## src/saq_pkg.sv

```systemverilog
// ----------------------------------------------------------------------------
// Sorted alarm queue package
// Shared types and command codes for the sorted alarm queue unit.
// ----------------------------------------------------------------------------
package saq_pkg;

  typedef enum logic [2:0] {
    CMD_CLEAR    = 3'd0,
    CMD_SET_ABS  = 3'd1,
    CMD_SET_REL  = 3'd2,
    CMD_SET_PER  = 3'd3,
    CMD_CANCEL   = 3'd4,
    CMD_TICK     = 3'd5
  } saq_cmd_t;

  typedef enum logic [2:0] {
    ST_IDLE,
    ST_UNQ,
    ST_APPLY,
    ST_ENQ,
    ST_TICK,
    ST_DIV,
    ST_EMIT
  } saq_state_t;

  typedef struct packed {
    logic [2:0]  command;
    logic [3:0]  slot;
    logic [63:0] time_value;
    logic [63:0] period_ticks;
    logic        handler_present;
  } saq_in_t;

  typedef struct packed {
    logic        fired;
    logic [3:0]  alarm_slot;
    logic        call_handler;
    logic        last;
    logic        queue_nonempty;
    logic [63:0] now_time;
  } saq_out_t;

  localparam int OUT_LIMIT = 32;

endpackage

```

## src/sorted_alarm_queue_unit.sv

```systemverilog
// ----------------------------------------------------------------------------
// Sorted alarm queue unit
// Alarm slots kept in a queue ordered by fire time, with periodic re-arm.
// ----------------------------------------------------------------------------
// Usage: each word on the in_ channel is one command (clear, arm absolute,
// arm relative, arm periodic, cancel, tick). The unit takes one word at a
// time; in_ready is low from acceptance until its last result word leaves.
// A non-tick command gives one result word. A tick gives one word per due
// alarm removed from the head of the queue (at most MAX_DUE, capped at 32),
// or one word with fired low when nothing is due; last marks the final one.
// Removing a slot scans the queue one entry per cycle, and inserting
// walks it with one 64-bit compare per cycle. Each periodic alarm taken
// by a tick runs the shared restoring divider and then a sorted insert;
// a one-shot alarm taken by a tick is only removed from the head.
// The result words are held on out_ until out_ready is high; a stalled
// receiver simply freezes the unit. Synchronous reset empties the queue,
// clears all handler marks and sets the tick time to zero.
// ----------------------------------------------------------------------------
module sorted_alarm_queue_unit #(
  parameter int SLOTS   = 16,
  parameter int MAX_DUE = 32
) (
  input  logic              clk,
  input  logic              rst_n,
  input  logic              in_valid,
  output logic              in_ready,
  input  saq_pkg::saq_in_t  in_data,
  output logic              out_valid,
  input  logic              out_ready,
  output saq_pkg::saq_out_t out_data
);
  import saq_pkg::*;

  localparam int SW    = (SLOTS > 1) ? $clog2(SLOTS) : 1;
  localparam int LW    = $clog2(SLOTS + 1);
  localparam int LIMIT = (MAX_DUE < OUT_LIMIT) ? MAX_DUE : OUT_LIMIT;
  localparam int NW    = $clog2(LIMIT + 1);
  localparam int BW    = (LIMIT > 1) ? $clog2(LIMIT) : 1;

  saq_state_t state_r, state_nxt;

  logic [63:0]   ft_r  [SLOTS];
  logic [63:0]   per_r [SLOTS];
  logic          hh_r  [SLOTS];
  logic [SW-1:0] ord_r [SLOTS];
  logic [LW-1:0] len_r;
  logic [63:0]   now_r;

  logic [2:0]    cmd_r;
  logic [SW-1:0] tgt_r;
  logic [63:0]   tv_r;
  logic [63:0]   pin_r;
  logic          hp_r;
  logic          is_tick_r;
  logic [LW-1:0] idx_r;
  logic [63:0]   key_r;

  logic [63:0]   dvd_r;
  logic [63:0]   rem_r;
  logic [63:0]   div_r;
  logic [5:0]    cnt_r;

  logic [SW-1:0] dslot_r [LIMIT];
  logic          dcall_r [LIMIT];
  logic [NW-1:0] n_r;
  logic [NW-1:0] oidx_r;

  logic [SW-1:0] rd_addr;
  logic [63:0]   ft_rd;
  logic [64:0]   rem_sh;
  logic          unq_hit;
  logic          enq_walk;
  logic          tick_due;
  logic          emit_last;
  logic          in_acc;
  logic          slot_ok;

  assign in_acc   = in_valid && in_ready;
  assign slot_ok  = 32'(in_data.slot) < SLOTS;
  assign rd_addr  = (state_r == ST_ENQ) ? ord_r[idx_r[SW-1:0]] : ord_r[0];
  assign ft_rd    = ft_r[rd_addr];
  assign rem_sh   = {rem_r, dvd_r[63]};
  assign unq_hit  = (idx_r != len_r) && (ord_r[idx_r[SW-1:0]] == tgt_r);
  assign enq_walk = (idx_r != len_r) && (ft_rd <= key_r);
  assign tick_due = (len_r != '0) && (32'(n_r) < LIMIT) && (ft_rd <= now_r);
  assign emit_last = (n_r == '0) || (oidx_r == n_r - NW'(1));

  always_comb begin
    state_nxt = state_r;
    unique case (state_r)
      ST_IDLE: begin
        if (in_acc) begin
          if (in_data.command == CMD_TICK) begin
            state_nxt = ST_TICK;
          end else if (slot_ok && in_data.command <= CMD_CANCEL) begin
            state_nxt = ST_UNQ;
          end else begin
            state_nxt = ST_EMIT;
          end
        end
      end
      ST_UNQ: begin
        if (idx_r == len_r || unq_hit) begin
          state_nxt = ST_APPLY;
        end
      end
      ST_APPLY: begin
        if (cmd_r == CMD_CLEAR || cmd_r == CMD_CANCEL) begin
          state_nxt = ST_EMIT;
        end else begin
          state_nxt = ST_ENQ;
        end
      end
      ST_ENQ: begin
        if (32'(len_r) >= SLOTS || !enq_walk) begin
          state_nxt = is_tick_r ? ST_TICK : ST_EMIT;
        end
      end
      ST_TICK: begin
        if (!tick_due) begin
          state_nxt = ST_EMIT;
        end else if (per_r[rd_addr] != '0) begin
          state_nxt = ST_DIV;
        end
      end
      ST_DIV: begin
        if (cnt_r == 6'd63) begin
          state_nxt = ST_ENQ;
        end
      end
      ST_EMIT: begin
        if (out_ready && emit_last) begin
          state_nxt = ST_IDLE;
        end
      end
      default: state_nxt = ST_IDLE;
    endcase
  end

  always_comb begin
    in_ready  = (state_r == ST_IDLE);
    out_valid = (state_r == ST_EMIT);
    out_data  = '0;
    out_data.last           = emit_last;
    out_data.queue_nonempty = (len_r != '0);
    out_data.now_time       = now_r;
    if (n_r != '0) begin
      out_data.fired        = 1'b1;
      out_data.alarm_slot   = 4'(dslot_r[oidx_r[BW-1:0]]);
      out_data.call_handler = dcall_r[oidx_r[BW-1:0]];
    end
  end

  always_ff @(posedge clk) begin
    if (!rst_n) begin
      state_r <= ST_IDLE;
      len_r   <= '0;
      now_r   <= '0;
      for (int j = 0; j < SLOTS; j++) begin
        hh_r[j] <= 1'b0;
      end
    end else begin
      state_r <= state_nxt;
      unique case (state_r)
        ST_IDLE: begin
          if (in_acc) begin
            cmd_r     <= in_data.command;
            tgt_r     <= SW'(in_data.slot);
            tv_r      <= in_data.time_value;
            pin_r     <= in_data.period_ticks;
            hp_r      <= in_data.handler_present;
            is_tick_r <= (in_data.command == CMD_TICK);
            idx_r     <= '0;
            n_r       <= '0;
            oidx_r    <= '0;
            if (in_data.command == CMD_TICK) begin
              now_r <= in_data.time_value;
            end
          end
        end
        ST_UNQ: begin
          if (unq_hit) begin
            for (int j = 0; j < SLOTS - 1; j++) begin
              if (j >= int'(idx_r)) begin
                ord_r[j] <= ord_r[j+1];
              end
            end
            len_r <= len_r - LW'(1);
          end else if (idx_r != len_r) begin
            idx_r <= idx_r + LW'(1);
          end
        end
        ST_APPLY: begin
          idx_r <= '0;
          case (cmd_r)
            CMD_CLEAR: begin
              hh_r[tgt_r]  <= 1'b0;
              ft_r[tgt_r]  <= '0;
              per_r[tgt_r] <= '0;
            end
            CMD_SET_ABS, CMD_SET_REL: begin
              hh_r[tgt_r]  <= hp_r;
              per_r[tgt_r] <= '0;
              ft_r[tgt_r]  <= (cmd_r == CMD_SET_ABS) ? tv_r : now_r + tv_r;
              key_r        <= (cmd_r == CMD_SET_ABS) ? tv_r : now_r + tv_r;
            end
            CMD_SET_PER: begin
              hh_r[tgt_r]  <= hp_r;
              per_r[tgt_r] <= pin_r;
              ft_r[tgt_r]  <= tv_r;
              key_r        <= tv_r;
            end
            default: begin
              hh_r[tgt_r] <= 1'b0;
            end
          endcase
        end
        ST_ENQ: begin
          if (32'(len_r) < SLOTS) begin
            if (enq_walk) begin
              idx_r <= idx_r + LW'(1);
            end else begin
              for (int j = 1; j < SLOTS; j++) begin
                if (j > int'(idx_r)) begin
                  ord_r[j] <= ord_r[j-1];
                end
              end
              ord_r[idx_r[SW-1:0]] <= tgt_r;
              len_r <= len_r + LW'(1);
            end
          end
        end
        ST_TICK: begin
          if (tick_due) begin
            for (int j = 0; j < SLOTS - 1; j++) begin
              ord_r[j] <= ord_r[j+1];
            end
            len_r <= len_r - LW'(1);
            dslot_r[n_r[BW-1:0]] <= rd_addr;
            dcall_r[n_r[BW-1:0]] <= hh_r[rd_addr];
            n_r   <= n_r + NW'(1);
            tgt_r <= rd_addr;
            dvd_r <= now_r - ft_rd;
            div_r <= per_r[rd_addr];
            rem_r <= '0;
            cnt_r <= '0;
          end
        end
        ST_DIV: begin
          dvd_r <= {dvd_r[62:0], 1'b0};
          cnt_r <= cnt_r + 6'd1;
          if (rem_sh >= {1'b0, div_r}) begin
            rem_r <= 64'(rem_sh - {1'b0, div_r});
          end else begin
            rem_r <= rem_sh[63:0];
          end
          if (cnt_r == 6'd63) begin
            idx_r <= '0;
            if (rem_sh >= {1'b0, div_r}) begin
              ft_r[tgt_r] <= now_r - 64'(rem_sh - {1'b0, div_r}) + div_r;
              key_r       <= now_r - 64'(rem_sh - {1'b0, div_r}) + div_r;
            end else begin
              ft_r[tgt_r] <= now_r - rem_sh[63:0] + div_r;
              key_r       <= now_r - rem_sh[63:0] + div_r;
            end
          end
        end
        ST_EMIT: begin
          if (out_ready && !emit_last) begin
            oidx_r <= oidx_r + NW'(1);
          end
        end
        default: begin
        end
      endcase
    end
  end

endmodule

```

## config.mk

```make
export PLATFORM = sky130hd
export DESIGN_NAME = sorted_alarm_queue_unit
export DESIGN_NICKNAME = d
export VERILOG_FILES = /design/src/saq_pkg.sv /design/src/sorted_alarm_queue_unit.sv
export SDC_FILE = /design/constraint.sdc
export NUM_CORES = 2
export LEC_CHECK = 0
export ABC_AREA = 0
export ABC_CLOCK_PERIOD_IN_PS = 18200
export BUFFER_PORTS_ARGS = -buffer_cell sky130_fd_sc_hd__buf_2
export CAP_MARGIN = 20
export CORE_UTILIZATION = 57
export DETAILED_ROUTE_END_ITERATION = 16
export GPL_TIMING_DRIVEN = 1
export PLACE_DENSITY = 0.76
export SLEW_MARGIN = 20
export SYNTH_ARGS = -nofsm -noshare
export SYNTH_HDL_FRONTEND = slang
export SYNTH_SLANG_ARGS = --single-unit
```

## constraint.sdc

```tcl
create_clock -name clk -period 18.2 [get_ports clk]
set_input_delay 2.73 -clock clk [delete_from_list [all_inputs] [get_ports clk]]
set_output_delay 2.73 -clock clk [all_outputs]
set_load 0.02 [all_outputs]
```

Word level (Yosys, flattened, before mapping)
Memory sizes are Yosys's and may differ from the RTL's. A register that Yosys moved wholly into a read port is not among the register bits.
Cells that the tools add are included.
{ "word_totals": {"regBits": 488, "ram_bits": 2288, "output_inout_bits": 74, "elab_cells": 476, "n_memories": 6} }
{ "op_classes": {"addsub": 14, "magnitude_cmp": 37, "n_eq_ne": 31, "muxes": 294, "bitwise_logic": 38, "n_reduce_logical": 39} }
{ "memory_table": {"columns": ["memory", "words", "word_bits", "rd", "rd_ports_with_merged_regs", "write_ports", "line", "rtl"], "rows": [
  ["ft_r", 16, 64, 1, 0, 1, "sorted_alarm_queue_unit.sv:42", "logic [63:0] ft_r [SLOTS];"],
  ["per_r", 16, 64, 1, 0, 1, "sorted_alarm_queue_unit.sv:43", "logic [63:0] per_r [SLOTS];"],
  ["dslot_r", 32, 4, 1, 1, 1, "sorted_alarm_queue_unit.sv:63", "logic [SW-1:0] dslot_r [LIMIT];"],
  ["ord_r", 16, 4, 17, 1, 16, "sorted_alarm_queue_unit.sv:45", "logic [SW-1:0] ord_r [SLOTS];"],
  ["dcall_r", 32, 1, 1, 1, 1, "sorted_alarm_queue_unit.sv:64", "logic dcall_r [LIMIT];"],
  ["hh_r", 16, 1, 1, 0, 16, "sorted_alarm_queue_unit.sv:44", "logic hh_r [SLOTS];"]
]} }
{ "op_table": {"columns": ["cell", "count"], "rows": [
  ["2-to-1 mux 64 bit", 12],
  ["one-hot mux 64 bit (2 select lines)", 4],
  ["subtractor 64 bit", 4],
  ["2-to-1 mux 1 bit", 207],
  ["adder 64 bit", 3],
  ["2-to-1 mux 4 bit", 36],
  ["less-or-equal comparator 64 bit", 2],
  [">= comparator 65 x 64 -> 1 bit", 1],
  ["nonzero test 64 bit", 1],
  ["2-to-1 mux 5 bit", 12],
  ["greater-than comparator 4 x 5 -> 1 bit, first input constant", 8],
  ["bitwise OR 1 bit", 38],
  ["one-hot mux 6 bit (2 select lines)", 3],
  [">= comparator 4 x 5 -> 1 bit, first input constant", 7],
  ["2-to-1 mux 3 bit", 10],
  ["2-to-1 mux 6 bit", 5],
  ["one-hot mux 5 bit (5 select lines)", 1],
  ["one-hot mux 3 bit (7 select lines)", 1],
  [">= comparator 3 x 5 -> 1 bit, first input constant", 4],
  ["greater-than comparator 3 x 5 -> 1 bit, first input constant", 4],
  ["adder 6 x 1 -> 6 bit, second input constant", 3],
  ["inequality test 2 bit, second input constant", 8],
  ["== test 3 bit, second input constant", 5],
  ["one-hot mux 5 bit (3 select lines)", 1],
  ["other kinds (39)", 73]
]} }

Logic depth before layout (Yosys ltp)
An unclocked memory read counts as a cell.
{ "logic_depth": {"depth_word": 12, "ltp_mapped": 37, "ltp_nobuf": 33} }

Least setup slack after synthesis
OpenSTA, ideal clock, no wires.
{ "synth_timing": {"kind": "reg2reg", "startpoint": "register (tool-made name)", "endpoint": "register cnt_r[0], enable pin", "setup_time_ps": 956, "arrival_ps": 18584, "slack_ps": -1340, "path_stages_with_launch": 32, "n_path_buf": 7, "period_less_slack_ps": 19540, "path_cell_list": "dfxtp_1 > buf_4 > buf_6 > mux2_2 > a221oi_1 > or2_2 > a31oi_4 > buf_2 > buf_2 > buf_2 > buf_1 > buf_1 > mux4_2 > nand2_1 > nand3_1 > nand2_1 > inv_1 > ha_1 > inv_1 > fa_1 > a21o_1 > a21o_1 > a211oi_1 > o21ai_0 > a211oi_1 > a32oi_1 > a31oi_1 > a211oi_1 > o21ai_0 > nand3_1 > nor2_1 > nor4_1"} }
{ "synth_lines": {"columns": ["element", "line", "rtl"], "rows": [
  ["end signal, assigned", "sorted_alarm_queue_unit.sv:251", "cnt_r <= cnt_r + 6'd1;"],
  ["end, declared", "sorted_alarm_queue_unit.sv:61", "logic [5:0] cnt_r;"]
]} }

Worst setup path in the final report
{ "layout_timing": {"startpoint": "register state_r[2]", "endpoint": "memory dslot_r[25][3] (netlist bit), enable pin"} }
{ "layout_between": {"elab_chain_len": 9, "elab_cells_between_ends": 10, "classes_between": "order compare: 1; eq/ne: 2; mux: 5; reduce/logical: 1; memory: 1"} }
{ "layout_lines": {"columns": ["element", "line", "rtl"], "rows": [
  ["start, declared", "sorted_alarm_queue_unit.sv:40", "saq_state_t state_r, state_nxt;"],
  ["start signal, assigned", "sorted_alarm_queue_unit.sv:163", "state_r <= state_nxt;"],
  ["== test 3 x 2 -> 1 bit", "sorted_alarm_queue_unit.sv:80", "assign rd_addr = (state_r == ST_ENQ) ? ord_r[idx_r[SW-1:0]] : ord_r[0];"],
  ["2-to-1 mux 4 bit", "sorted_alarm_queue_unit.sv:80", null],
  ["memory (16 x 64 bit)", null, null],
  ["less-or-equal comparator 64 bit", "sorted_alarm_queue_unit.sv:85", "assign tick_due = (len_r != '0) && (32'(n_r) < LIMIT) && (ft_rd <= now_r);"],
  ["logical AND 1 bit", "sorted_alarm_queue_unit.sv:85", null],
  ["2-to-1 mux 1 bit", "sorted_alarm_queue_unit.sv:234", "if (tick_due) begin"],
  ["2-to-1 mux 1 bit (*)", "sorted_alarm_queue_unit.sv:164", "unique case (state_r)"],
  ["2-to-1 mux 1 bit (*)", "sorted_alarm_queue_unit.sv:155", "if (!rst_n) begin"],
  ["2-to-1 mux 1 bit (implied by the code) (*)", "sorted_alarm_queue_unit.sv:239", "dslot_r[n_r[BW-1:0]] <= rd_addr;"],
  ["end, declared", "sorted_alarm_queue_unit.sv:63", null]
]} }
Mark *: on every way between the ends. The rest lies on a longest branch, timed or not.

==> summary.txt <==
Outcome
  – Status: complete, no violations

Die
  – Initial cell density of the core: 0.573
  – Die Span Y: around 490 um
  – Die area: about 240,000 um^2
  – # IOs: around 210
  – Die X-Extent: 485 um
  – FP Rows: approximately 180
  – Core area: roughly 230,000 um^2

Detailed routing
  – Number of DRC markers in iteration 0: 12.0k
  – TritonRoute pass-1 iters: 9
  – Avg WL per Cell: 31.2 um
  – Vias/cell: about 6.7
  – Final ANT Viol Nets: 0
  – Via count: between 80k and 90k
  – Final WL: about 400 mm
  – Drt drc: 0

Timing
  – Fin. Hold Viols: 0
  – Min cycle time layout: between 10 and 15 ns
  – Setup violators final: 0
  – Clock skew: ~0.11 ns
  – FMAX: about 84 MHz
  – Worst-Margin Slew: roughly 1.3 ns
  – Hold Slack: approximately 0.50 ns
  – Worst Slack Setup Final: around 6.3 ns
  – Total negative slack: 0 ns
  – Slew Viols, Final: 0
  – Slew margin rel.: 0.115
  – Tcrit/Tclk final: 0.654
  – Unrepaired setup endpoints after global routing: false

Cells and area
  – Most frequent cells in the layout: edfxtp_1, nand2_1, a21oi_1
  – Fin util: 0.636
  – Syn-to-layout area delta: 11.0%
  – Most common cell after layout, fill and taps aside: edfxtp_1
  – Share of layout cells above drive strength 1: 0.150
  – Fin cells: 13.2k
  – Design Area, Final: 148,000 um^2
  – NumNets Final: between 10k and 15k

Synth
  – Syn nets: between 10k and 15k
  – Synth warnings: 0
  – Sequential-to-total area share from yosys stat: 0.621
  – Synth Instances: 9,634
  – Seq cells post-synth: approximately 2.8k
  – Main flop type after synthesis: edfxtp_1
  – Mapped Area: 133,000 um^2
  – Post-synth EDFFs: 2,688
  – Asr flop ratio synth: 0
  – Mean Syn Cell Area: ~14 um^2
  – Synth cell types: between 80 and 90

Clocking
  – Post-CTS Setup Inserts: 0
  – Post-CTS resize count: 0
  – Clk_lat worst skew: around 0.98 ns
  – Hold_buf cts: 0
  – CTS Sinks: 2,785
  – Depth of the CTS H-tree: 5
  – Num CTS Buffers: 301
  – Clock Tree Buf Depth: 4
  – CTS Root Cell: clkbuf_16
  – CTS tree: yes
  – CTS clk-pin slew, worst paths: 0.06 ns

Pwr
  – PD cells: 111 nW/um^2
  – Total power: around 16 mW
  – Worst IR Drop VDD: around 110 uV
  – Leakage power: approximately 52 nW

GRT
  – First-pass GRT wire length: about 590 mm
  – Pin count of the biggest net entering global routing: between 100 and 150
  – Global route overflow: 0
  – Total global-route track usage: 0.346
  – Vias in the first global route: 85.7k
  – Initial antenna violation count: 27

Placed design
  – Cell Area, Placed: around 140,000 um^2
  – Pre-CTS WS: around 6.6 ns
  – Global placement routability congestion: between 1 and 1.5
  – Buffers added on ports: about 210
  – Cell count after placement: about 13k
  – DP HPWL: around 270 mm

Setup path
  – Worst EP arrival: roughly 12 ns
  – Type of origin of the critical path: flop
  – Endpoint type of the worst setup path: flop
  – Crit Path Class: flop to flop
  – Slowest cell on crit path: buf_4
  – CP max FO: 77
  – Max incr delay on CP: 0.81 ns
  – Required @ worst endpoint: between 15 and 20 ns

Run
  – Max Cap Viol: 0

Worst hold path
  – Hold Path Class: flop to flop
[sequential cells by signal, summed over array words and instances (netlist names), 16 cells and up, named ones only]
register  flops
ft_r       1024
per_r      1024
dcall_r      32
now_r        64
dvd_r        64
tv_r         64
rem_r        64
pin_r        64
dslot_r     128
hh_r         16
ord_r        64
div_r        64
key_r        64
[area by class of cell]
cell class	count	area, um^2
Fill cell	16398	84600
Clock buffer	363	7980
Clock inverter	161	1560
Timing Repair Buffer	411	2610
Multi-Input combinational cell	5821	47000
Sequential cell	2785	82700
Antenna cell	11	27.5
Tap cell	3043	3810
Inverter	568	2150
[path summary, 6_finish.rpt]
path | startpoint | to | slack, ns | cells past startpoint
max | state_r[2] | dslot_r[25][3] | 6.30 | 28
max reg2reg | state_r[2] | dslot_r[25][3] | 6.30 | 28
min reg2reg | hh_r[5] | hh_r[5] | 0.50 | 2
min | hh_r[5] | hh_r[5] | 0.50 | 2
[worst max-delay path: cells and delay by family, from the launching register on]
kind / cells / cell delay [ns]
muxes: 1 / 0.59
and+or+nand+nor: 10 / 3.91
adders and majority gates: 1 / 0.21
buffers and inverters: 8 / 3.27
AOI/OAI and AO/OA: 8 / 2.55
DFF: 1 / 0.66
[power by group]
group	total, mW	leakage (nW)	switching, mW	internal (mW)
clock network	6.01	4.69	2.51	3.50
registers	7.38	23.5	0.151	7.23
logic	2.97	23.7	1.93	1.03
[routing by layer]
metal	GRT usage	up-vias	wire (um)
met5	0	-	175
met4	0.197	28	26200
met3	0.0828	1188	48500
met2	0.531	5951	187000
met1	0.455	43767	148000
li1	-	36999	-
[cells in the mapped netlist (55+ instances only)]
master | n | area, um^2
edfxtp_1 | 2688 | 80700
nand2_1 | 1117 | 4190
a21oi_1 | 655 | 3280
inv_1 | 564 | 2120
mux4_2 | 517 | 11600
nor2_1 | 448 | 1680
ha_1 | 396 | 4950
o21ai_0 | 359 | 1800
clkbuf_1 | 313 | 1170
nand3_1 | 258 | 1290
a21o_1 | 230 | 1730
xnor2_1 | 197 | 1730
mux2i_1 | 143 | 1430
and2_1 | 140 | 876
xor2_1 | 131 | 1150
fa_1 | 130 | 2600
a22oi_1 | 120 | 901
dfxtp_1 | 97 | 1940
a211oi_1 | 94 | 706
nand4_1 | 85 | 532
nor2b_1 | 82 | 513
nor3_1 | 76 | 380
buf_2 | 72 | 360
and3_1 | 55 | 344
nand2b_1 | 55 | 344
[kinds of logic after synthesis]
family / after synthesis / share of synthesized area
flip-flops: 2785 / 0.621
AND/OR/NAND/NOR: 2411 / 0.0814
AO/OA/AOI/OAI: 1876 / 0.0881
buffers and inverters: 1028 / 0.0310
multiplexers: 680 / 0.100
adder cells (fa/ha/maj): 526 / 0.0568
XOR/XNOR: 328 / 0.0216
(Power assumes the default switching activity.)
